### src/rtl/core/cscan_pkg.sv
// Shared constants and types of the C-SCAN scheduler.
package cscan_pkg;

	localparam int MAX_REQUESTS = 32;
	localparam int CYL_BITS     = 12;
	localparam int MOVE_BITS    = CYL_BITS + 1;
	localparam int CNT_BITS     = $clog2(MAX_REQUESTS + 1);
	localparam int CFG_IDX_BITS = 2;

	localparam logic [CFG_IDX_BITS-1:0] REG_HEAD = CFG_IDX_BITS'(0);
	localparam logic [CFG_IDX_BITS-1:0] REG_TOP  = CFG_IDX_BITS'(1);

	localparam logic [CYL_BITS-1:0] HEAD_RESET = CYL_BITS'(0);
	localparam logic [CYL_BITS-1:0] TOP_RESET  = CYL_BITS'(1000 % (1 << CYL_BITS));

	// Operation applied to every cell of the chain at once.
	typedef enum logic [1:0] {
		OP_HOLD,
		OP_INSERT,
		OP_POP,
		OP_ROTATE
	} chain_op_t;

	typedef struct packed {
		chain_op_t           op;
		logic [CYL_BITS-1:0] value;
		logic [CYL_BITS-1:0] front;
	} chain_ctrl_t;

	typedef struct packed {
		logic                valid;
		logic [CYL_BITS-1:0] cyl;
	} slot_t;

endpackage

### src/rtl/core/cscan_if.sv
// Request and result channel interfaces of the C-SCAN scheduler.
interface cscan_req_if;
	import cscan_pkg::*;
	logic                valid;
	logic                ready;
	logic [CYL_BITS-1:0] cylinder;
	logic                last_request;

	modport source (output valid, output cylinder, output last_request, input ready);
	modport sink   (input valid, input cylinder, input last_request, output ready);
endinterface

interface cscan_res_if;
	import cscan_pkg::*;
	logic                 valid;
	logic                 ready;
	logic [CYL_BITS-1:0]  served_cylinder;
	logic                 end_of_run;
	logic [MOVE_BITS-1:0] total_movement;

	modport source (output valid, output served_cylinder, output end_of_run,
		output total_movement, input ready);
	modport sink   (input valid, input served_cylinder, input end_of_run,
		input total_movement, output ready);
endinterface

### src/rtl/core/cscan_disk_scheduler.sv
// Top level of the C-SCAN disk scheduler.
//
// Requests arrive on the req channel, one transfer per cycle while the block
// is collecting a batch. Each accepted cylinder at or below top_cylinder is
// inserted into a chain of cells kept in descending order; a request above
// top_cylinder, or one that arrives when the chain is full, is dropped. The
// transfer with last_request set is itself a request and closes the batch.
// After the closing transfer the chain rotates the requests above the head to
// its tail, one cell step per cycle. The schedule then leaves on the res
// channel at one result per cycle while the receiver accepts them: the head
// position, the requests at or below the head, top_cylinder as the wrap
// marker, then the requests above the head. The last result carries
// end_of_run and the total movement. req.ready is low from the closing
// transfer until the last result has entered the output register.
// A stalled receiver holds the output register and freezes the emission.
// Reset empties the chain, sets head_position to 0 and top_cylinder to 1000.
// Configuration writes are taken at any cycle with cfg_we high; writes to an
// index beyond the register list are ignored.
module cscan_disk_scheduler (
	input  logic                                 clk,
	input  logic                                 arst_n,
	cscan_req_if.sink                            req,
	cscan_res_if.source                          res,
	input  logic                                 cfg_we,
	input  logic [cscan_pkg::CFG_IDX_BITS-1:0]   cfg_index,
	input  logic [cscan_pkg::CYL_BITS-1:0]       cfg_wdata
);
	import cscan_pkg::*;

	typedef enum logic [2:0] {
		S_IDLE,
		S_ROTATE,
		S_HEAD,
		S_LOW,
		S_TOP,
		S_HIGH
	} state_t;

	state_t               state_q;
	logic [CYL_BITS-1:0]  head_q;
	logic [CYL_BITS-1:0]  top_q;
	logic [CNT_BITS-1:0]  count_q;
	logic [CNT_BITS-1:0]  rot_q;
	logic [CNT_BITS-1:0]  left_q;
	logic [CYL_BITS-1:0]  fin_q;

	logic                 res_valid_q;
	logic [CYL_BITS-1:0]  res_cyl_q;
	logic                 res_end_q;
	logic [MOVE_BITS-1:0] res_move_q;

	chain_ctrl_t          ctrl;
	slot_t                front;
	logic                 req_fire;
	logic                 store_ok;
	logic                 rotate_ok;
	logic                 load;
	logic [MOVE_BITS-1:0] movement;

	// Configuration registers.
	always_ff @(posedge clk or negedge arst_n) begin
		if (!arst_n) begin
			head_q <= HEAD_RESET;
			top_q  <= TOP_RESET;
		end else if (cfg_we) begin
			unique case (cfg_index)
				REG_HEAD: head_q <= cfg_wdata;
				REG_TOP:  top_q  <= cfg_wdata;
				default:  ;
			endcase
		end
	end

	assign req.ready = (state_q == S_IDLE);
	assign req_fire  = req.valid && (state_q == S_IDLE);
	assign store_ok  = (req.cylinder <= top_q) && (count_q < CNT_BITS'(MAX_REQUESTS));

	// The front cell moves to the tail while it still lies above the head; the
	// rotation count bounds the loop when every request lies above the head.
	assign rotate_ok = (rot_q != count_q) && front.valid && (front.cyl > head_q);

	// The output register takes a new result when it is empty or being drained.
	assign load = !res_valid_q || res.ready;

	// A top lowered in the middle of a batch can leave the final position above
	// head plus top; the difference then wraps at the width of the field.
	assign movement = MOVE_BITS'(head_q) + MOVE_BITS'(top_q) - MOVE_BITS'(fin_q);

	always_comb begin
		ctrl.op    = OP_HOLD;
		ctrl.value = req.cylinder;
		ctrl.front = front.cyl;
		case (state_q)
			S_IDLE:   if (req_fire && store_ok) ctrl.op = OP_INSERT;
			S_ROTATE: if (rotate_ok) ctrl.op = OP_ROTATE;
			S_LOW:    if (load) ctrl.op = OP_POP;
			S_HIGH:   if (load) ctrl.op = OP_POP;
			default:  ctrl.op = OP_HOLD;
		endcase
	end

	cscan_chain u_chain (
		.clk    (clk),
		.arst_n (arst_n),
		.ctrl   (ctrl),
		.front  (front)
	);

	// Sequencer with the registered result.
	always_ff @(posedge clk or negedge arst_n) begin
		if (!arst_n) begin
			state_q     <= S_IDLE;
			count_q     <= '0;
			rot_q       <= '0;
			left_q      <= '0;
			fin_q       <= '0;
			res_valid_q <= 1'b0;
			res_cyl_q   <= '0;
			res_end_q   <= 1'b0;
			res_move_q  <= '0;
		end else begin
			if (res_valid_q && res.ready) begin
				res_valid_q <= 1'b0;
			end
			unique case (state_q)
				S_IDLE: begin
					if (req_fire) begin
						if (store_ok) begin
							count_q <= count_q + CNT_BITS'(1);
						end
						if (req.last_request) begin
							state_q <= S_ROTATE;
							rot_q   <= '0;
							fin_q   <= top_q;
						end
					end
				end
				S_ROTATE: begin
					if (rotate_ok) begin
						rot_q <= rot_q + CNT_BITS'(1);
						fin_q <= front.cyl;
					end else begin
						left_q  <= count_q - rot_q;
						state_q <= S_HEAD;
					end
				end
				S_HEAD: begin
					if (load) begin
						res_valid_q <= 1'b1;
						res_cyl_q   <= head_q;
						res_end_q   <= 1'b0;
						res_move_q  <= '0;
						state_q     <= (left_q != '0) ? S_LOW : S_TOP;
					end
				end
				S_LOW: begin
					if (load) begin
						res_valid_q <= 1'b1;
						res_cyl_q   <= front.cyl;
						res_end_q   <= 1'b0;
						res_move_q  <= '0;
						left_q      <= left_q - CNT_BITS'(1);
						if (left_q == CNT_BITS'(1)) begin
							state_q <= S_TOP;
						end
					end
				end
				S_TOP: begin
					if (load) begin
						res_valid_q <= 1'b1;
						res_cyl_q   <= top_q;
						res_end_q   <= (rot_q == '0);
						res_move_q  <= (rot_q == '0) ? movement : '0;
						left_q      <= rot_q;
						if (rot_q == '0) begin
							state_q <= S_IDLE;
							count_q <= '0;
						end else begin
							state_q <= S_HIGH;
						end
					end
				end
				S_HIGH: begin
					if (load) begin
						res_valid_q <= 1'b1;
						res_cyl_q   <= front.cyl;
						res_end_q   <= (left_q == CNT_BITS'(1));
						res_move_q  <= (left_q == CNT_BITS'(1)) ? movement : '0;
						left_q      <= left_q - CNT_BITS'(1);
						if (left_q == CNT_BITS'(1)) begin
							state_q <= S_IDLE;
							count_q <= '0;
						end
					end
				end
				default: state_q <= S_IDLE;
			endcase
		end
	end

	assign res.valid           = res_valid_q;
	assign res.served_cylinder = res_cyl_q;
	assign res.end_of_run      = res_end_q;
	assign res.total_movement  = res_move_q;

endmodule

### src/rtl/core/cscan_cell.sv
// One slot of the sorted request chain.
module cscan_cell (
	input  logic                   clk,
	input  logic                   arst_n,
	input  cscan_pkg::chain_ctrl_t ctrl,
	input  cscan_pkg::slot_t       left,
	input  logic                   left_keep,
	input  cscan_pkg::slot_t       right,
	output cscan_pkg::slot_t       slot,
	output logic                   keep
);
	import cscan_pkg::*;

	logic                valid_q;
	logic [CYL_BITS-1:0] cyl_q;
	slot_t               nxt;

	// A cell keeps its value on insert when it holds something not smaller.
	assign keep = valid_q && (cyl_q >= ctrl.value);
	assign slot = '{valid: valid_q, cyl: cyl_q};

	always_comb begin
		nxt = slot;
		case (ctrl.op)
			OP_INSERT: begin
				if (keep) begin
					nxt = slot;
				end else if (left_keep) begin
					nxt = '{valid: 1'b1, cyl: ctrl.value};
				end else begin
					nxt = left;
				end
			end
			OP_POP: nxt = right;
			OP_ROTATE: begin
				if (right.valid) begin
					nxt = right;
				end else if (valid_q) begin
					nxt = '{valid: 1'b1, cyl: ctrl.front};
				end else begin
					nxt = slot;
				end
			end
			default: nxt = slot;
		endcase
	end

	always_ff @(posedge clk or negedge arst_n) begin
		if (!arst_n) begin
			valid_q <= 1'b0;
		end else begin
			valid_q <= nxt.valid;
		end
	end

	always_ff @(posedge clk) begin
		cyl_q <= nxt.cyl;
	end

endmodule

### src/rtl/core/cscan_chain.sv
// Row of cells that keeps requests in descending order.
module cscan_chain (
	input  logic                   clk,
	input  logic                   arst_n,
	input  cscan_pkg::chain_ctrl_t ctrl,
	output cscan_pkg::slot_t       front
);
	import cscan_pkg::*;

	slot_t slots [MAX_REQUESTS];
	logic  keeps [MAX_REQUESTS];

	for (genvar i = 0; i < MAX_REQUESTS; i++) begin : g_cell
		slot_t left_s;
		slot_t right_s;
		logic  left_k;

		if (i == 0) begin : g_first
			assign left_s = '0;
			assign left_k = 1'b1;
		end else begin : g_mid
			assign left_s = slots[i-1];
			assign left_k = keeps[i-1];
		end

		if (i == MAX_REQUESTS - 1) begin : g_last
			assign right_s = '0;
		end else begin : g_inner
			assign right_s = slots[i+1];
		end

		cscan_cell u_cell (
			.clk       (clk),
			.arst_n    (arst_n),
			.ctrl      (ctrl),
			.left      (left_s),
			.left_keep (left_k),
			.right     (right_s),
			.slot      (slots[i]),
			.keep      (keeps[i])
		);
	end

	assign front = slots[0];

endmodule

### src/flat_wrapper.sv
// flat-port wrapper written by rule: the top's interface ports become plain ports
module cscan_disk_scheduler_flat import cscan_pkg::*;
  (clk, arst_n, cfg_we, cfg_index, cfg_wdata, req_valid, req_cylinder, req_last_request, req_ready, res_valid, res_served_cylinder, res_end_of_run, res_total_movement, res_ready);
  cscan_req_if req_i ();
  cscan_res_if res_i ();
  input  logic clk;
  input  logic arst_n;
  input  logic cfg_we;
  input  logic [cscan_pkg::CFG_IDX_BITS-1:0] cfg_index;
  input  logic [cscan_pkg::CYL_BITS-1:0] cfg_wdata;
  input wire logic [$bits(req_i.valid)-1:0] req_valid;
  input wire logic [$bits(req_i.cylinder)-1:0] req_cylinder;
  input wire logic [$bits(req_i.last_request)-1:0] req_last_request;
  output wire logic [$bits(req_i.ready)-1:0] req_ready;
  output wire logic [$bits(res_i.valid)-1:0] res_valid;
  output wire logic [$bits(res_i.served_cylinder)-1:0] res_served_cylinder;
  output wire logic [$bits(res_i.end_of_run)-1:0] res_end_of_run;
  output wire logic [$bits(res_i.total_movement)-1:0] res_total_movement;
  input wire logic [$bits(res_i.ready)-1:0] res_ready;
  assign req_i.valid = req_valid;
  assign req_i.cylinder = req_cylinder;
  assign req_i.last_request = req_last_request;
  assign req_ready = req_i.ready;
  assign res_valid = res_i.valid;
  assign res_served_cylinder = res_i.served_cylinder;
  assign res_end_of_run = res_i.end_of_run;
  assign res_total_movement = res_i.total_movement;
  assign res_i.ready = res_ready;
  cscan_disk_scheduler u_core (.clk(clk), .arst_n(arst_n), .req(req_i), .res(res_i), .cfg_we(cfg_we), .cfg_index(cfg_index), .cfg_wdata(cfg_wdata));
endmodule
### config.mk
export PLATFORM = sky130hd
export DESIGN_NAME = cscan_disk_scheduler_flat
export DESIGN_NICKNAME = d
export VERILOG_FILES = /design/src/rtl/core/cscan_pkg.sv /design/src/rtl/core/cscan_if.sv /design/src/rtl/core/cscan_disk_scheduler.sv /design/src/rtl/core/cscan_cell.sv /design/src/rtl/core/cscan_chain.sv /design/src/flat_wrapper.sv
export SDC_FILE = /design/constraint.sdc
export NUM_CORES = 2
export LEC_CHECK = 0
export ABC_AREA = 1
export BUFFER_PORTS_ARGS = -buffer_cell sky130_fd_sc_hd__buf_4
export CAP_MARGIN = 25
export CORE_ASPECT_RATIO = 0.6
export CORE_UTILIZATION = 35
export CTS_CLUSTER_SIZE = 12
export DETAILED_ROUTE_END_ITERATION = 8
export MAX_ROUTING_LAYER = met4
export PLACE_DENSITY_LB_ADDON = 0.2
export SLEW_MARGIN = 5
export SYNTH_ARGS = -nofsm -noshare
export SYNTH_HDL_FRONTEND = slang
export SYNTH_HIERARCHICAL = 1
export SYNTH_SLANG_ARGS = --single-unit
### constraint.sdc
create_clock -name clk -period 14.1 [get_ports clk]
set_input_delay 2.82 -clock clk [delete_from_list [all_inputs] [get_ports clk]]
set_output_delay 2.82 -clock clk [all_outputs]
set_load 0.03 [all_outputs]
==> run_results.csv <==
group,metric,value,unit
global_routing,grt_max_degree,135,
timing,setup_viol,0,
global_routing,grt_util_met2,35.8,%
clock_network,clock_tree.root_cell,"clkbuf_16",
critical_path,worst_ep_required_time,14.40,ns
critical_path,worstSetupPathType,"in2reg",
finish,drive_gt1_share,7.28,%
finish,final_core_util,38.1,%
timing,hold_viol,0,
clock_network,clk_path_buf_depth,3,
timing,tns,0,ns
clock_network,clock_latency,0.68,ns
timing,grt_setup_unrepaired,"no",
timing,skew,0.0521,ns
drt,routed_wl,182000,um
finish,layout.nets,6338,
timing,finalMaxSlewViolations,0,
global_routing,grt_pass1_wl,268000,um
global_routing,grt_use_met3,6.72,%
drt,antenna_left,0,
timing,period_share,46.8,%
floorplanning,io_pins,60,
critical_path,cp_max_fo,128,
clock_network,cts_resized,0,
global_routing,grt_pass1_vias,40500,
global_routing,antenna_found_initial,5,
drt,firstDrtPassIters,8,
synthesis,yosysWarningCount,6,
power_and_ir_drop,power_leakage,21.6,nW
power_and_ir_drop,powerDensity,289,nW/um2
floorplanning,core-area,126000,um2
global_routing,use_met1,42.8,%
clock_network,cts_tree,"yes",
clock_network,cts.clk_slew.worst_paths,0.06,ns
global_routing,grt-busiest-layer,"met1",
synthesis,syn_area,44700,um2
floorplanning,die_area,129000,um2
floorplanning,rows,101,
synthesis,synth_cells,5911,
floorplanning,die_y,279,um
outcome,status,"finished clean",
critical_path,crit_path_end_kind,"flop",
drt,wire_per_inst,24.0,um
drt,drtIter0Drc,7069,
clock_network,post_cts_buffers,0,
timing,fmax,152,MHz
floorplanning,die_x,463,um
critical_path,crit_path_start_kind,"input port",
synthesis,avgSynthCellArea,7.56,um2
global_routing,grt_usage,28.0,%
drt,drc,0,
finish,areaGrowthSynthToFinish,8.02,%
critical_path,crit_arrival,6.90,ns
floorplanning,start_util,35.3,%
timing,slew-limit-headroom,27.3,%
placement,hpwl,122000,um
drt,vias_per_cell,5.92,
clock_network,cts.sinks,500,
global_routing,grt_overflow,0,
timing,tightest_slew,1.09,ns
flow_run,maxCapViolations,0,
placement,finalWeightedCongestion,0.925,
clock_network,cts-htree-levels,2,
timing,period_needed,6.60,ns
placement,port_buffers,59,
clock_network,cts_hold_buf,0,
clock_network,cts_buffers,54,
drt,num_vias,45000,
power_and_ir_drop,vdd_drop_max,0.154,mV
hold_path,hold_class,"reg2reg",
==> cell usage in the layout (no fill, tap or decap), types with 3 or more instances in the layout <==
master,n
a21oi_1,171
a22oi_1,396
a31oi_1,5
buf_4,119
clkbuf_1,14
clkbuf_16,54
clkbuf_8,8
clkinv_1,5
clkinv_2,13
conb_1,47
dfrtp_1,110
dfstp_2,6
diode_2,3
edfxtp_1,384
fa_1,13
ha_1,431
inv_1,914
inv_2,36
nand2_1,1280
nand2_2,37
nand2_4,6
nand3_1,179
nand3_2,33
nand4_1,39
nor2_1,555
nor2_2,97
nor3_1,8
o211ai_1,32
o21ai_0,370
o21ai_1,78
o221ai_1,386
o31ai_1,32
or2_2,3
xnor2_1,7
xor2_1,6
==> cell type report <==
type                            instances  area [um2]
Sequential cell                       500       14400
Fill cell                           13000       78300
Clock buffer                           76        1510
Timing Repair Buffer                  122         945
Clock inverter                         22         171
Inverter                              953        3590
Tap cell                             1699        2130
Antenna cell                            3        7.51
Multi-Input combinational cell       4231       25400
==> metal layers <==
layer,vias to the layer above,wire length (um)
met5,-,0
met1,21400,85500
met4,0,4210
li1,20400,-
met3,318,24000
met2,2936,68700
==> sequential cells by signal, indices dropped and copies added, names as in the netlist, 12 cells and up <==
| name | flops |
|---|---|
| u_core/head_q | 12 |
| u_core/u_chain/g_cell.u_cell/valid_q | 32 |
| u_core/res.served_cylinder | 12 |
| u_core/u_chain/g_cell.u_cell/cyl_q | 384 |
| u_core/fin_q | 12 |
| u_core/top_q | 12 |
| u_core/res.total_movement | 13 |
==> report_power, final <==
group | total (mW) | leakage [nW] | internal, mW | switching, mW
Combinational | 7.98 | 15.7 | 2.62 | 5.36
Clock | 1.46 | 0.834 | 0.782 | 0.674
Sequential | 4.51 | 5.06 | 3.02 | 1.49
==> critical path: stages <==
cell     delay [ns]
buf_4          0.38
buf_4          0.51
buf_4          0.43
ha_1           0.33
a21oi_1        0.18
nand2_1        0.09
nand2_1        0.06
nand3_1        0.07
nand2_1        0.08
nand2_1        0.10
o21ai_4        0.15
buf_12         0.56
inv_1          0.19
nand2_1        0.16
nand3_1        0.09
inv_1          0.43
==> through the flow <==
step / total power, mW / hold WS, ns / worst slack, ns / cells / cell area, um2
after floorplan: 9.47 / 0.449 / 2.57 / 5956 / 44800
after global placement: 12.0 / 0.464 / 7.03 / 7500 / 46500
after detailed placement: 12.1 / 0.473 / 6.96 / 7500 / 46500
after CTS: 13.6 / 0.489 / 7.66 / 7598 / 48200
after global routing: 14.8 / 0.519 / 7.39 / 7606 / 48200
final: 13.9 / 0.480 / 7.50 / 7606 / 48200
==> final timing paths <==
path | slack, ns | endpoint | depth (start not counted) | from
min in group asynchronous | 2.06 | u_core/u_chain/g_cell[17].u_cell/valid_q | 1 | arst_n
min | 0.48 | u_core/left_q[5] | 2 | u_core/left_q[5]
max reg2reg | 8.87 | u_core/u_chain/g_cell[13].u_cell/cyl_q[10] | 13 | u_core/u_chain/g_cell[0].u_cell/cyl_q[4]
max | 7.50 | u_core/u_chain/g_cell[14].u_cell/cyl_q[0] | 16 | req_cylinder[7]
max in group asynchronous | 10.14 | u_core/count_q[0] | 3 | arst_n
min reg2reg | 0.48 | u_core/left_q[5] | 2 | u_core/left_q[5]
(Power assumes the default switching activity.)
